--- src/rtl/mffd_pkg.sv ---
package mffd_pkg;

   localparam int unsigned BYTE_W        = 8;
   localparam int unsigned NUM_IDS       = 4;
   localparam int unsigned PAYLOAD_BYTES = 9;
   localparam int unsigned CSR_IDX_W     = 3;

   localparam logic [BYTE_W-1:0] CRC_POLY = 8'h8C;
   localparam logic [BYTE_W-1:0] ID_MIN   = 8'd1;
   localparam logic [BYTE_W-1:0] ID_MAX   = 8'd253;

   localparam logic [CSR_IDX_W-1:0] REG_ID_COUNT     = 3'd0;
   localparam logic [CSR_IDX_W-1:0] REG_ALLOWED_ID_0 = 3'd1;
   localparam logic [CSR_IDX_W-1:0] REG_ALLOWED_ID_1 = 3'd2;
   localparam logic [CSR_IDX_W-1:0] REG_ALLOWED_ID_2 = 3'd3;
   localparam logic [CSR_IDX_W-1:0] REG_ALLOWED_ID_3 = 3'd4;

   localparam int unsigned BYTE_ID      = 0;
   localparam int unsigned BYTE_MODE    = 1;
   localparam int unsigned BYTE_CUR_HI  = 2;
   localparam int unsigned BYTE_CUR_LO  = 3;
   localparam int unsigned BYTE_VEL_HI  = 4;
   localparam int unsigned BYTE_VEL_LO  = 5;
   localparam int unsigned BYTE_POS_HI  = 6;
   localparam int unsigned BYTE_POS_LO  = 7;
   localparam int unsigned BYTE_FAULT   = 8;

   localparam logic [BYTE_W-1:0] FAULT_OVER_TEMP    = 8'h01;
   localparam logic [BYTE_W-1:0] FAULT_VOLTAGE      = 8'h02;
   localparam logic [BYTE_W-1:0] FAULT_OVER_CURRENT = 8'h04;
   localparam logic [BYTE_W-1:0] FAULT_SENSOR       = 8'h08;
   localparam logic [BYTE_W-1:0] FAULT_STALL        = 8'h10;
   localparam logic [BYTE_W-1:0] FAULT_INIT         = 8'h20;

   typedef struct packed {
      logic [2:0]                          id_count;
      logic [NUM_IDS-1:0][BYTE_W-1:0]      allowed_id;
   } id_cfg_type;

   typedef struct packed {
      logic                                hit;
      logic [PAYLOAD_BYTES-1:0][BYTE_W-1:0] data;
   } frame_type;

   // CRC contribution of one input bit that still has nbytes byte steps to go.
   function automatic logic [BYTE_W-1:0] crc_mask(input int unsigned nbytes,
                                                  input int unsigned bit_pos);
      logic [BYTE_W-1:0] c;
      c = BYTE_W'(1) << bit_pos;
      for (int unsigned s = 0; s < nbytes * BYTE_W; s++) begin
         c = c[0] ? ((c >> 1) ^ CRC_POLY) : (c >> 1);
      end
      return c;
   endfunction

endpackage

--- src/rtl/mffd_req_if.sv ---
interface mffd_req_if;
   logic       valid;
   logic       ready;
   logic [7:0] rx_byte;

   modport source (output valid, output rx_byte, input ready);
   modport sink   (input valid, input rx_byte, output ready);
endinterface

--- src/rtl/mffd_rsp_if.sv ---
interface mffd_rsp_if;
   logic               valid;
   logic               ready;
   logic [7:0]         drive_id;
   logic [7:0]         mode;
   logic signed [15:0] current_raw;
   logic signed [15:0] velocity_raw;
   logic [15:0]        position_raw;
   logic [7:0]         fault_bits;
   logic               temp_alarm;
   logic               supply_alarm;
   logic               amp_alarm;
   logic               encoder_alarm;
   logic               stalling;
   logic               boot_alarm;

   modport source (output valid, output drive_id, output mode, output current_raw,
                   output velocity_raw, output position_raw, output fault_bits,
                   output temp_alarm, output supply_alarm, output amp_alarm,
                   output encoder_alarm, output stalling, output boot_alarm,
                   input ready);
   modport sink   (input valid, input drive_id, input mode, input current_raw,
                   input velocity_raw, input position_raw, input fault_bits,
                   input temp_alarm, input supply_alarm, input amp_alarm,
                   input encoder_alarm, input stalling, input boot_alarm,
                   output ready);
endinterface

--- src/rtl/mffd_csr.sv ---
module mffd_csr (
   input  logic                  clock,
   input  logic                  reset,
   input  logic                  csr_we,
   input  logic [2:0]            csr_index,
   input  logic [7:0]            csr_wdata,
   output mffd_pkg::id_cfg_type  cfg
);

   mffd_pkg::id_cfg_type cfg_ff;
   mffd_pkg::id_cfg_type cfg_in;

   always_comb begin
      cfg_in = cfg_ff;
      if (csr_we) begin
         unique case (csr_index)
            mffd_pkg::REG_ID_COUNT:     cfg_in.id_count      = csr_wdata[2:0];
            mffd_pkg::REG_ALLOWED_ID_0: cfg_in.allowed_id[0] = csr_wdata;
            mffd_pkg::REG_ALLOWED_ID_1: cfg_in.allowed_id[1] = csr_wdata;
            mffd_pkg::REG_ALLOWED_ID_2: cfg_in.allowed_id[2] = csr_wdata;
            mffd_pkg::REG_ALLOWED_ID_3: cfg_in.allowed_id[3] = csr_wdata;
            default: ;
         endcase
      end
   end

   always_ff @(posedge clock) begin
      if (reset) begin
         cfg_ff <= '0;
      end else begin
         cfg_ff <= cfg_in;
      end
   end

   assign cfg = cfg_ff;

endmodule

--- src/rtl/mffd_window.sv ---
module mffd_window #(
   parameter int unsigned FRAME_LEN = 10
) (
   input  logic                 clock,
   input  logic                 reset,
   input  logic                 accept,
   input  logic [7:0]           rx_byte,
   input  mffd_pkg::id_cfg_type cfg,
   output mffd_pkg::frame_type  frame
);

   // Only FRAME_LEN-1 bytes are held; the closing CRC byte is the incoming beat.
   localparam int unsigned DEPTH  = FRAME_LEN - 1;
   localparam int unsigned FILL_W = $clog2(FRAME_LEN);

   logic [7:0]        win_ff  [DEPTH];
   logic [7:0]        win_in  [DEPTH];
   logic [7:0]        shifted [DEPTH];
   logic [FILL_W-1:0] fill_ff;
   logic [FILL_W-1:0] fill_in;
   logic [7:0]        term    [DEPTH][8];
   logic [7:0]        crc;
   logic              full;
   logic              id_listed;
   logic              id_ok;
   logic              hit;

   genvar gi, gj;
   generate
      for (gi = 0; gi < DEPTH; gi++) begin : g_lane
         for (gj = 0; gj < 8; gj++) begin : g_bit
            localparam logic [7:0] MASK = mffd_pkg::crc_mask(DEPTH - gi, gj);
            assign term[gi][gj] = win_ff[gi][gj] ? MASK : 8'h00;
         end
         if (gi < DEPTH - 1) begin : g_shift
            assign shifted[gi] = win_ff[gi+1];
         end else begin : g_tail
            assign shifted[gi] = rx_byte;
         end
      end
      for (gi = 0; gi < mffd_pkg::PAYLOAD_BYTES; gi++) begin : g_out
         if (gi < DEPTH) begin : g_held
            assign frame.data[gi] = win_ff[gi];
         end else begin : g_zero
            assign frame.data[gi] = 8'h00;
         end
      end
   endgenerate

   always_comb begin
      crc = 8'h00;
      for (int unsigned i = 0; i < DEPTH; i++) begin
         for (int unsigned j = 0; j < 8; j++) begin
            crc = crc ^ term[i][j];
         end
      end
   end

   always_comb begin
      id_listed = 1'b0;
      for (int unsigned i = 0; i < mffd_pkg::NUM_IDS; i++) begin
         if (cfg.id_count > 3'(i) && cfg.allowed_id[i] == win_ff[0]) begin
            id_listed = 1'b1;
         end
      end
   end

   assign id_ok = (cfg.id_count == 3'd0)
                  ? (win_ff[0] >= mffd_pkg::ID_MIN && win_ff[0] <= mffd_pkg::ID_MAX)
                  : id_listed;

   assign full = (fill_ff == FILL_W'(DEPTH));
   assign hit  = accept && full && id_ok && (crc == rx_byte);

   always_comb begin
      win_in  = win_ff;
      fill_in = fill_ff;
      if (accept) begin
         if (!full) begin
            for (int unsigned i = 0; i < DEPTH; i++) begin
               if (fill_ff == FILL_W'(i)) begin
                  win_in[i] = rx_byte;
               end
            end
            fill_in = fill_ff + FILL_W'(1);
         end else if (hit) begin
            fill_in = '0;
         end else begin
            win_in = shifted;
         end
      end
   end

   always_ff @(posedge clock) begin
      if (reset) begin
         fill_ff <= '0;
      end else begin
         fill_ff <= fill_in;
      end
   end

   always_ff @(posedge clock) begin
      win_ff <= win_in;
   end

   assign frame.hit = hit;

endmodule

--- src/rtl/mffd_out_reg.sv ---
module mffd_out_reg (
   input  logic                clock,
   input  logic                reset,
   input  mffd_pkg::frame_type frame,
   output logic                slot_free,
   mffd_rsp_if.source          rsp
);

   logic                                                   valid_ff;
   logic                                                   valid_in;
   logic [mffd_pkg::PAYLOAD_BYTES-1:0][mffd_pkg::BYTE_W-1:0] data_ff;
   logic [7:0]                                             fault;

   assign slot_free = !valid_ff || rsp.ready;
   assign valid_in  = frame.hit || (valid_ff && !rsp.ready);

   always_ff @(posedge clock) begin
      if (reset) begin
         valid_ff <= 1'b0;
      end else begin
         valid_ff <= valid_in;
      end
   end

   always_ff @(posedge clock) begin
      if (frame.hit) begin
         data_ff <= frame.data;
      end
   end

   assign fault = data_ff[mffd_pkg::BYTE_FAULT];

   assign rsp.valid        = valid_ff;
   assign rsp.drive_id     = data_ff[mffd_pkg::BYTE_ID];
   assign rsp.mode         = data_ff[mffd_pkg::BYTE_MODE];
   assign rsp.current_raw  = signed'({data_ff[mffd_pkg::BYTE_CUR_HI],
                                      data_ff[mffd_pkg::BYTE_CUR_LO]});
   assign rsp.velocity_raw = signed'({data_ff[mffd_pkg::BYTE_VEL_HI],
                                      data_ff[mffd_pkg::BYTE_VEL_LO]});
   assign rsp.position_raw = {data_ff[mffd_pkg::BYTE_POS_HI],
                              data_ff[mffd_pkg::BYTE_POS_LO]};
   assign rsp.fault_bits   = fault;

   assign rsp.temp_alarm    = |(fault & mffd_pkg::FAULT_OVER_TEMP);
   assign rsp.supply_alarm  = |(fault & mffd_pkg::FAULT_VOLTAGE);
   assign rsp.amp_alarm     = |(fault & mffd_pkg::FAULT_OVER_CURRENT);
   assign rsp.encoder_alarm = |(fault & mffd_pkg::FAULT_SENSOR);
   assign rsp.stalling      = |(fault & mffd_pkg::FAULT_STALL);
   assign rsp.boot_alarm    = |(fault & mffd_pkg::FAULT_INIT);

endmodule

--- src/rtl/motor_feedback_frame_deframer_top.sv ---
// Motor feedback deframer: takes one received byte per beat on req_ch, one byte per clock
// while req_ch.ready is high, and hunts for FRAME_LEN-byte frames whose first byte is an
// accepted motor ID (one of the first csr id_count registered IDs, or 1..253 when it is zero)
// and whose last byte equals the reflected CRC-8 (poly 0x8C, init 0) of the bytes before
// it. The CRC is a parallel XOR tree over the held window, so each byte is checked in the
// cycle it arrives. A matching frame yields one rsp_ch beat, registered, in the cycle after
// the closing byte is taken; the window then starts empty, otherwise the oldest byte drops
// out. req_ch.ready falls only while a result is held and rsp_ch.ready is low. There is no
// clearing pass after reset. Write the csr registers only while no byte is in flight.
module motor_feedback_frame_deframer_top #(
   parameter int unsigned FRAME_LEN = 10
) (
   input  logic        clock,
   input  logic        reset,
   mffd_req_if.sink    req_ch,
   mffd_rsp_if.source  rsp_ch,
   input  logic        csr_we,
   input  logic [2:0]  csr_index,
   input  logic [7:0]  csr_wdata
);

   mffd_pkg::id_cfg_type cfg;
   mffd_pkg::frame_type  frame;
   logic                 slot_free;
   logic                 req_accept;

   assign req_ch.ready = slot_free;
   assign req_accept   = req_ch.valid && slot_free;

   mffd_csr u_csr (
      .clock     (clock),
      .reset     (reset),
      .csr_we    (csr_we),
      .csr_index (csr_index),
      .csr_wdata (csr_wdata),
      .cfg       (cfg)
   );

   mffd_window #(
      .FRAME_LEN (FRAME_LEN)
   ) u_window (
      .clock   (clock),
      .reset   (reset),
      .accept  (req_accept),
      .rx_byte (req_ch.rx_byte),
      .cfg     (cfg),
      .frame   (frame)
   );

   mffd_out_reg u_out (
      .clock     (clock),
      .reset     (reset),
      .frame     (frame),
      .slot_free (slot_free),
      .rsp       (rsp_ch)
   );

   a_hit_on_beat: assert property (@(posedge clock) disable iff (reset)
      frame.hit |-> req_ch.valid && req_ch.ready)
      else $error("frame match without an accepted beat");

   a_hit_shows: assert property (@(posedge clock) disable iff (reset)
      frame.hit |=> rsp_ch.valid)
      else $error("frame match did not reach the result register");

   a_no_overrun: assert property (@(posedge clock) disable iff (reset)
      rsp_ch.valid && !rsp_ch.ready |-> !req_ch.ready)
      else $error("byte taken while a result is stalled");

   a_held_result: assert property (@(posedge clock) disable iff (reset)
      rsp_ch.valid && !rsp_ch.ready |=> rsp_ch.valid && $stable(rsp_ch.drive_id))
      else $error("stalled result lost or overwritten");

endmodule

--- src/flat_wrapper.sv ---
// flat-port wrapper written by rule: the top's interface ports become plain ports
module motor_feedback_frame_deframer_top_flat 
#(
   parameter int unsigned FRAME_LEN = 10
)
  (clock, reset, csr_we, csr_index, csr_wdata, req_ch_valid, req_ch_rx_byte, req_ch_ready, rsp_ch_valid, rsp_ch_drive_id, rsp_ch_mode, rsp_ch_current_raw, rsp_ch_velocity_raw, rsp_ch_position_raw, rsp_ch_fault_bits, rsp_ch_temp_alarm, rsp_ch_supply_alarm, rsp_ch_amp_alarm, rsp_ch_encoder_alarm, rsp_ch_stalling, rsp_ch_boot_alarm, rsp_ch_ready);
  mffd_req_if req_ch_i ();
  mffd_rsp_if rsp_ch_i ();
  input  logic clock;
  input  logic reset;
  input  logic csr_we;
  input  logic [2:0] csr_index;
  input  logic [7:0] csr_wdata;
  input wire logic [$bits(req_ch_i.valid)-1:0] req_ch_valid;
  input wire logic [$bits(req_ch_i.rx_byte)-1:0] req_ch_rx_byte;
  output wire logic [$bits(req_ch_i.ready)-1:0] req_ch_ready;
  output wire logic [$bits(rsp_ch_i.valid)-1:0] rsp_ch_valid;
  output wire logic [$bits(rsp_ch_i.drive_id)-1:0] rsp_ch_drive_id;
  output wire logic [$bits(rsp_ch_i.mode)-1:0] rsp_ch_mode;
  output wire logic [$bits(rsp_ch_i.current_raw)-1:0] rsp_ch_current_raw;
  output wire logic [$bits(rsp_ch_i.velocity_raw)-1:0] rsp_ch_velocity_raw;
  output wire logic [$bits(rsp_ch_i.position_raw)-1:0] rsp_ch_position_raw;
  output wire logic [$bits(rsp_ch_i.fault_bits)-1:0] rsp_ch_fault_bits;
  output wire logic [$bits(rsp_ch_i.temp_alarm)-1:0] rsp_ch_temp_alarm;
  output wire logic [$bits(rsp_ch_i.supply_alarm)-1:0] rsp_ch_supply_alarm;
  output wire logic [$bits(rsp_ch_i.amp_alarm)-1:0] rsp_ch_amp_alarm;
  output wire logic [$bits(rsp_ch_i.encoder_alarm)-1:0] rsp_ch_encoder_alarm;
  output wire logic [$bits(rsp_ch_i.stalling)-1:0] rsp_ch_stalling;
  output wire logic [$bits(rsp_ch_i.boot_alarm)-1:0] rsp_ch_boot_alarm;
  input wire logic [$bits(rsp_ch_i.ready)-1:0] rsp_ch_ready;
  assign req_ch_i.valid = req_ch_valid;
  assign req_ch_i.rx_byte = req_ch_rx_byte;
  assign req_ch_ready = req_ch_i.ready;
  assign rsp_ch_valid = rsp_ch_i.valid;
  assign rsp_ch_drive_id = rsp_ch_i.drive_id;
  assign rsp_ch_mode = rsp_ch_i.mode;
  assign rsp_ch_current_raw = rsp_ch_i.current_raw;
  assign rsp_ch_velocity_raw = rsp_ch_i.velocity_raw;
  assign rsp_ch_position_raw = rsp_ch_i.position_raw;
  assign rsp_ch_fault_bits = rsp_ch_i.fault_bits;
  assign rsp_ch_temp_alarm = rsp_ch_i.temp_alarm;
  assign rsp_ch_supply_alarm = rsp_ch_i.supply_alarm;
  assign rsp_ch_amp_alarm = rsp_ch_i.amp_alarm;
  assign rsp_ch_encoder_alarm = rsp_ch_i.encoder_alarm;
  assign rsp_ch_stalling = rsp_ch_i.stalling;
  assign rsp_ch_boot_alarm = rsp_ch_i.boot_alarm;
  assign rsp_ch_i.ready = rsp_ch_ready;
  motor_feedback_frame_deframer_top #(.FRAME_LEN(FRAME_LEN)) u_core (.clock(clock), .reset(reset), .req_ch(req_ch_i), .rsp_ch(rsp_ch_i), .csr_we(csr_we), .csr_index(csr_index), .csr_wdata(csr_wdata));
endmodule
--- config.mk ---
export PLATFORM = sky130hd
export DESIGN_NAME = motor_feedback_frame_deframer_top_flat
export DESIGN_NICKNAME = d
export VERILOG_FILES = /design/src/rtl/mffd_pkg.sv /design/src/rtl/mffd_req_if.sv /design/src/rtl/mffd_rsp_if.sv /design/src/rtl/mffd_csr.sv /design/src/rtl/mffd_window.sv /design/src/rtl/mffd_out_reg.sv /design/src/rtl/motor_feedback_frame_deframer_top.sv /design/src/flat_wrapper.sv
export SDC_FILE = /design/constraint.sdc
export NUM_CORES = 1
export LEC_CHECK = 0
export BUFFER_PORTS_ARGS = -buffer_cell sky130_fd_sc_hd__buf_4
export CORE_MARGIN = 1.5
export CORE_UTILIZATION = 39
export DETAILED_ROUTE_END_ITERATION = 12
export SLEW_MARGIN = 20
export SYNTH_ARGS = -nofsm -noshare
export SYNTH_HDL_FRONTEND = slang
export SYNTH_SLANG_ARGS = --single-unit
--- constraint.sdc ---
create_clock -name clock -period 4.35 [get_ports clock]
set_clock_uncertainty 0.05 [all_clocks]
set_input_delay 0.6525 -clock clock [delete_from_list [all_inputs] [get_ports clock]]
set_output_delay 0.6525 -clock clock [all_outputs]
set_load 0.03 [all_outputs]
==> results.md, run 1 <==
- Status: completed
- First-pass GRT wire length: 33500 microns
- Crit Path Max Fanout: 31
- IO Port Bufs: 103
- Crit path kind: flop to flop
- Clk pin slew, worst setup/hold paths: 0.07 ns
- Post-DP Area: 0.00977 sq mm
- Setup bufs post-CTS: 0
- Top cell by count, worst path: xnor3_1
- Design area: 0.0103 sq mm
- Met1 usage: 28.6%
- DP HPWL: 15600 microns
- CP Data Arrival Time: 3.67 ns
- Synthesized area: 0.00869 sq mm
- Total global-route track usage: 19.4%
- Hold WS: 0.374 ns
- Vias per cell: 5.09
- CP required: 4.39 ns
- Initial Utilization: 39.8%
- Busiest grt layer: met2
- Detailed-route via count: 5689
- Share of layout cells above drive strength 1: 19.5%
- Rel. slew slack: 44.3%
- Worst-path cell chain: xnor3_1 > xor2_1 > xnor3_1 > xor3_1 > and2_1 > mux2i_1 > or3_4 > clkinv_4 > buf_4
- Met2 Use GR: 29.5%
- Die height: 152 microns
- Post-synthesis cell count: 722
- Asr flop ratio synth: 0%
- Antenna diodes: 0
- Slowest stage delay, CP: 0.65 ns
- PostCTS Resize Cnt: 0
- Lkg Pwr: 3.88 nW
- Fin. Hold Viols: 0
- Fmax: 276 MHz
- Routed length per instance: 19.7 microns
- Post-synth EDFFs: 144
- Worst Hold Class: primary input to flop
- TritonCTS clock tree: built
- WP buf/inv: 2
- Pins Over Slew Limit: 0
- Initial drt markers: 492
- Synthesized net count: 746
- Most used DFF post-synth: edfxtp_1
- Final worst slack: 0.725 ns
- Area grow syn2layout: 18.8%
- Area share of the largest cell type after synthesis: 49.8%
- Library cells used by synthesis: 40
- Largest net degree at the start of global routing: 41
- PwrDens: 367 mW/mm^2
- GR Layer Usage met3: 3.64%
- Initial antenna violation count: 0
- Skew-Pair Late Insertion Delay: 0.44 ns
- Row Count: 54
- Min Tclk post-route: 3.63 ns
- Setup tns final: 0 ns
- DRC errors left: 0
- Vias in the first global route: 5405
- Total power: 3.78 mW
- Max clock buf depth: 2
- Area of the core: 0.0218 sq mm
- First-pass detailed-route iteration total: 5
- Synth top area cells: edfxtp_1 (50%), xnor2_1 (10%), dfxtp_1 (9.2%)
- Startpoint Class: flop
- Slowest CP cell: edfxtp_1
- Num ports: 104
- Clk sinks: 184
- Slew of the pin with the lowest slew margin: 0.834 ns
- H-tree Lvls: 4
- MaxCap Viol Count: 0
- Routed Antenna Nets: 0
- RSZ-0062 raised after global routing: no
- GR Overflow Total: 0
- Die ar.: 0.0232 sq mm
- Yosys warnings: 0
- Synth area leader: edfxtp_1
- Chip width: 152 microns
- Post-Route WL: 22100 microns
- Delay-heaviest family, CP: XOR/XNOR gates
- Final setup fails: 0
- TritonCTS Buffers: 17
- Register area share after synthesis: 59.0%
- Post-CTS Hold Buffers: 0
- Seq cells post-synth: 184
- Critical Path Sink Type: flop
- Routability congestion estimate: 0.880
- Placement Setup Slack: 0.734 ns
- Mean Syn Cell Area: 12.0 sq um
- Crit share post-route: 83.3%
- VDD IR max: 0.244 mV
- Final nets: 848
- Root Buffer Master: clkbuf_16
-- metal layers --
layer	wire [microns]	vias to the layer above
met5	0	-
met4	247	0
met3	1720	18
met2	9940	235
met1	10100	2777
li1	-	2659
-- registers in the layout, indices dropped and copies added (netlist names) --
register	flops
u_core.u_window.fill_ff	4
u_core.u_out.rsp.fault_bits	8
u_core.u_window.frame	72
u_core.u_out.rsp.drive_id	8
u_core.u_out.rsp.position_raw	16
u_core.u_out.rsp.valid	1
u_core.u_out.rsp.current_raw	16
u_core.u_csr.cfg	35
u_core.u_out.rsp.velocity_raw	16
u_core.u_out.rsp.mode	8
-- cell usage after synthesis, types with 7 or more instances --
library cell  instances
dfxtp_1              40
nor3_1                7
xnor3_1              21
nor2_1               12
a21oi_1              38
buf_4                 7
xor2_1               53
xnor2_1             102
edfxtp_1            144
nor4_1                7
nand2_1             204
clkbuf_1             18
-- report_power, final --
group	switching (mW)	total [mW]	internal, mW
Sequential	0.0405	1.95	1.91
Combinational	0.177	0.353	0.176
Clock	0.728	1.48	0.755
-- stage by stage --
step                instances  utilization (%)
floorplan                 722                -
global placement         1085             44.7
detailed placement       1085             44.7
CTS                      1117             47.3
global route             1117             47.3
finish                   1117             47.3
-- cell families (layout without fill, tap and decap cells) --
| group | Yosys count | in the layout | share of synthesized area (%) |
|---|---|---|---|
| xor+xnor | 178 | 178 | 21.6 |
| mux | 5 | 5 | 0.576 |
| buf+inv | 36 | 151 | 2.00 |
| compound gates | 50 | 50 | 3.18 |
| simple gates | 269 | 269 | 13.7 |
| flops | 184 | 184 | 59.0 |
-- cell usage in the layout (no fill, tap or decap), types with 2 or more instances in the layout --
cell type / netlist / final
nand2_1: 204 / 204
edfxtp_1: 144 / 144
buf_4: 7 / 117
xnor2_1: 102 / 102
xor2_1: 53 / 53
dfxtp_1: 40 / 40
a21oi_1: 38 / 38
xnor3_1: 21 / 21
clkbuf_16: 0 / 17
nor2_1: 12 / 11
nor3_1: 7 / 7
nor4_1: 7 / 7
nor2b_1: 6 / 6
nand4_1: 6 / 6
nand2b_1: 5 / 5
mux2i_1: 5 / 5
clkinv_4: 1 / 5
inv_8: 0 / 5
and3_1: 4 / 4
nand3_1: 4 / 4
o21ai_0: 4 / 4
nor4_2: 4 / 4
inv_6: 0 / 3
and2_1: 2 / 2
nor3_2: 2 / 2
nor4b_2: 2 / 2
a31oi_1: 2 / 2
clkinv_2: 0 / 2
-- final cells by class --
class                           instances  area [sq um]
Clock buffer                           17           425
Clock inverter                         15           131
Multi-Input combinational cell        502          3400
Fill cell                            2010         11500
Tap cell                              280           350
Sequential cell                       184          5120
Inverter                                2          12.5
Timing Repair Buffer                  117           878
-- worst reg2reg max path, cell delays in order (launching register included) --
cell and delay (ns):
edfxtp_1 0.65, xnor3_1 0.42, xor2_1 0.23, xnor3_1 0.45
xor3_1 0.22, and2_1 0.12, mux2i_1 0.08, or3_4 0.43
clkinv_4 0.20, buf_4 0.40
-- worst paths after layout --
path                       startpoint                          endpoint  slack (ns)  cells past startpoint
max          u_core.u_window.frame[5]  u_core.u_out.rsp.position_raw[5]        0.72                      9
min                 req_ch_rx_byte[1]         u_core.u_window.frame[65]        0.37                      1
max reg2reg  u_core.u_window.frame[5]  u_core.u_out.rsp.position_raw[5]        0.72                      9
min reg2reg      u_core.u_csr.cfg[24]              u_core.u_csr.cfg[24]        0.42                      2
No activity file was read; power rests on OpenSTA's default activity.
==> run 2: changes to the inputs <==
- ABC_AREA: not set -> 1
- clock period: 4.35 -> 3.8 ns (I/O delays scaled with it)
==> results.md, run 2 <==
- Status: completed
- RSZ-0062 raised after global routing: no
- Initial antenna violation count: 0
- Lkg Pwr: 5.96 nW
- Mean Syn Cell Area: 7.73 sq um
- Multi-input logic area: 0.00492 sq mm
- Max FFs per register: 72
- Post-Route WL: 36000 microns
- Routed length per instance: 18.8 microns
- Reg power frac: 47.6%
- Crit Path Max Fanout: 11
- Min Tclk post-route: 3.54 ns
- Initial Utilization: 39.5%
- WP buf/inv: 2
- Largest net degree at the start of global routing: 45
- DRC errors left: 0
- Clock Power Share: 38.6%
- Post-CTS Hold Buffers: 0
- Slowest stage delay, CP: 0.82 ns
- PwrDens: 373 mW/mm^2
- Vias per cell: 5.06
- Total global-route track usage: 25.3%
- Synthesized area: 0.0110 sq mm
- Rel. slew slack: 39.1%
- TritonCTS Buffers: 17
- Most frequent cells in the layout: nand2_1 (504), inv_1 (159), edfxtp_1 (144)
- Clk pin slew, worst setup/hold paths: 0.07 ns
- IO Port Bufs: 103
- Synth area leader: edfxtp_1
- Area of the core: 0.0278 sq mm
- Seq cells post-synth: 184
- Startpoint Class: flop
- Final setup fails: 0
- Final nets: 1547
- VDD IR max: 0.241 mV
- Fmax: 282 MHz
- Worst Hold Class: primary input to flop
- Slowest CP cell: edfxtp_1
- Synthesized net count: 1445
- Worst-path cell chain: nand2_1 > nand2_1 > nand2_1 > nand2_1 > inv_1 > nand2_1 > nand2_1 > nand2_1 > nand2_1 > inv_1 > nand2_1 > nand2_1 > nand2_1 > nand2_1 > nand2_1 > nand2_1 > nor2_1 > nand3_2 > nand2_1 > nor2_2
- Routed Antenna Nets: 0
- Final worst slack: 0.260 ns
- Initial drt markers: 1014
- Post-synthesis cell count: 1421
- Num ports: 104
- Library cells used by synthesis: 30
- MaxCap Viol Count: 0
- Delay-heaviest family, CP: simple AND/OR/NAND/NOR gates
- Critical Path Sink Type: flop
- First-pass GRT wire length: 53400 microns
- DP HPWL: 27700 microns
- Vias in the first global route: 8873
- Row Count: 61
- Gate power share: 13.9%
- Fin util: 46.2%
- Area share of the largest cell type after synthesis: 39.4%
- Slew of the pin with the lowest slew margin: 0.912 ns
- Synth top cells by count: nand2_1 (504), inv_1 (160), edfxtp_1 (144), nor2_1 (94), o21ai_0 (94)
- Yosys warnings: 0
- Root Buffer Master: clkbuf_16
- Pins Over Slew Limit: 0
- Fin. Hold Viols: 0
- Post-DP Area: 0.0122 sq mm
- Setup tns final: 0 ns
- Crit share post-route: 93.2%
- CP Data Arrival Time: 3.56 ns
- CP required: 3.82 ns
- Crit path kind: flop to flop
- Most used DFF post-synth: edfxtp_1
- Internal power component: 3.43 mW
- Synth top area cells: edfxtp_1 (39%), nand2_1 (17%), dfxtp_1 (7.3%)
- Reg area: 0.00512 sq mm
- Die height: 171 microns
- Routability congestion estimate: 0.982
- Clk sinks: 184
- GR Overflow Total: 0
- Detailed-route via count: 9685
- Skew-Pair Late Insertion Delay: 0.45 ns
- Top cell by count, worst path: nand2_1
- Switching share of power: 28.5%
- Max clock buf depth: 2
- Design area: 0.0128 sq mm
- Setup bufs post-CTS: 0
- P_sw: 1.36 mW
- Area grow syn2layout: 16.8%
- First-pass detailed-route iteration total: 6
- Post-synth EDFFs: 144
- Commonest non-fill, non-tap cell in the layout: nand2_1
- Cell with the most instances after synthesis: nand2_1
- TritonCTS clock tree: built
- PostCTS Resize Cnt: 0
- Fillers: 2851
- Register area share after synthesis: 46.7%
- H-tree Lvls: 4
- Die ar.: 0.0292 sq mm
- Placement Setup Slack: 0.158 ns
- Chip width: 171 microns
- Share of layout cells above drive strength 1: 13.1%
- Antenna diodes: 0
- Asr flop ratio synth: 0%
-- run 2: cell types whose count changed after synthesis, moves of 21 or more --
cell     delta
xnor3_1    -21
nand2_1   +300
nand3_1    +85
xnor2_1    -33
o21ai_0    +90
inv_1     +159
nor2_1     +82
-- run 2: final timing paths --
path                             startpoint                         end  slack, ns  cells past startpoint
hold / removal                        reset  u_core.u_window.fill_ff[2]       0.26                      2
hold reg to reg        u_core.u_csr.cfg[17]        u_core.u_csr.cfg[17]       0.41                      2
setup reg to reg  u_core.u_window.frame[21]   u_core.u_window.frame[44]       0.26                     20
setup / recovery  u_core.u_window.frame[21]   u_core.u_window.frame[44]       0.26                     20
-- run 2: worst register-to-register path: cells and delay by family (launching register included) --
family | cells | cell delay, ns
flip-flops | 1 | 0.82
AND/OR/NAND/NOR | 18 | 2.17
buffers and inverters | 2 | 0.13
-- run 2: layout make-up --
type / count / area share, %
clock buffers: 18 / 3.35
clock inverters: 14 / 1.32
inverters: 173 / 5.08
multi-input cells: 1008 / 38.4
flip-flops and latches: 184 / 40.0
well taps: 378 / 3.69
repair buffers: 139 / 8.23
-- run 2: power groups by stage --
stage                     clock (mW)  sequential [mW]  combinational (mW)
after CTS                       1.86             2.28               0.656
after global placement             0             2.32               0.644
after global routing            1.94             2.28               0.743
final                           1.85             2.28               0.664
after detailed placement           0             2.32               0.653
after floorplan                    0             2.28               0.475
-- run 2: routing by layer --
metal  GRT usage [%]  vias to the layer above  wire length [microns]
met2            41.7                      403                  16700
met1            34.0                     4527                  15300
met5               0                        -                      0
li1                -                     4689                      -
met3            3.42                       66                   2860
met4            9.39                        0                   1180
-- run 2: stage by stage --
| step | cells | hold slack [ns] | power [mW] |
|---|---|---|---|
| floorplan | 1421 | 0.371 | 2.75 |
| global placement | 1882 | 0.396 | 2.96 |
| detailed placement | 1882 | 0.404 | 2.97 |
| CTS | 1914 | 0.256 | 4.79 |
| global route | 1914 | 0.258 | 4.96 |
| finish | 1914 | 0.263 | 4.79 |
-- run 2: logic make-up after synthesis --
kind of cell / after synthesis / synth area share, %
AND/OR/NAND/NOR: 739 / 27.7
AO/OA/AOI/OAI: 131 / 5.99
XOR/XNOR: 138 / 11.1
buffers and inverters: 229 / 8.60
flip-flops: 184 / 46.7
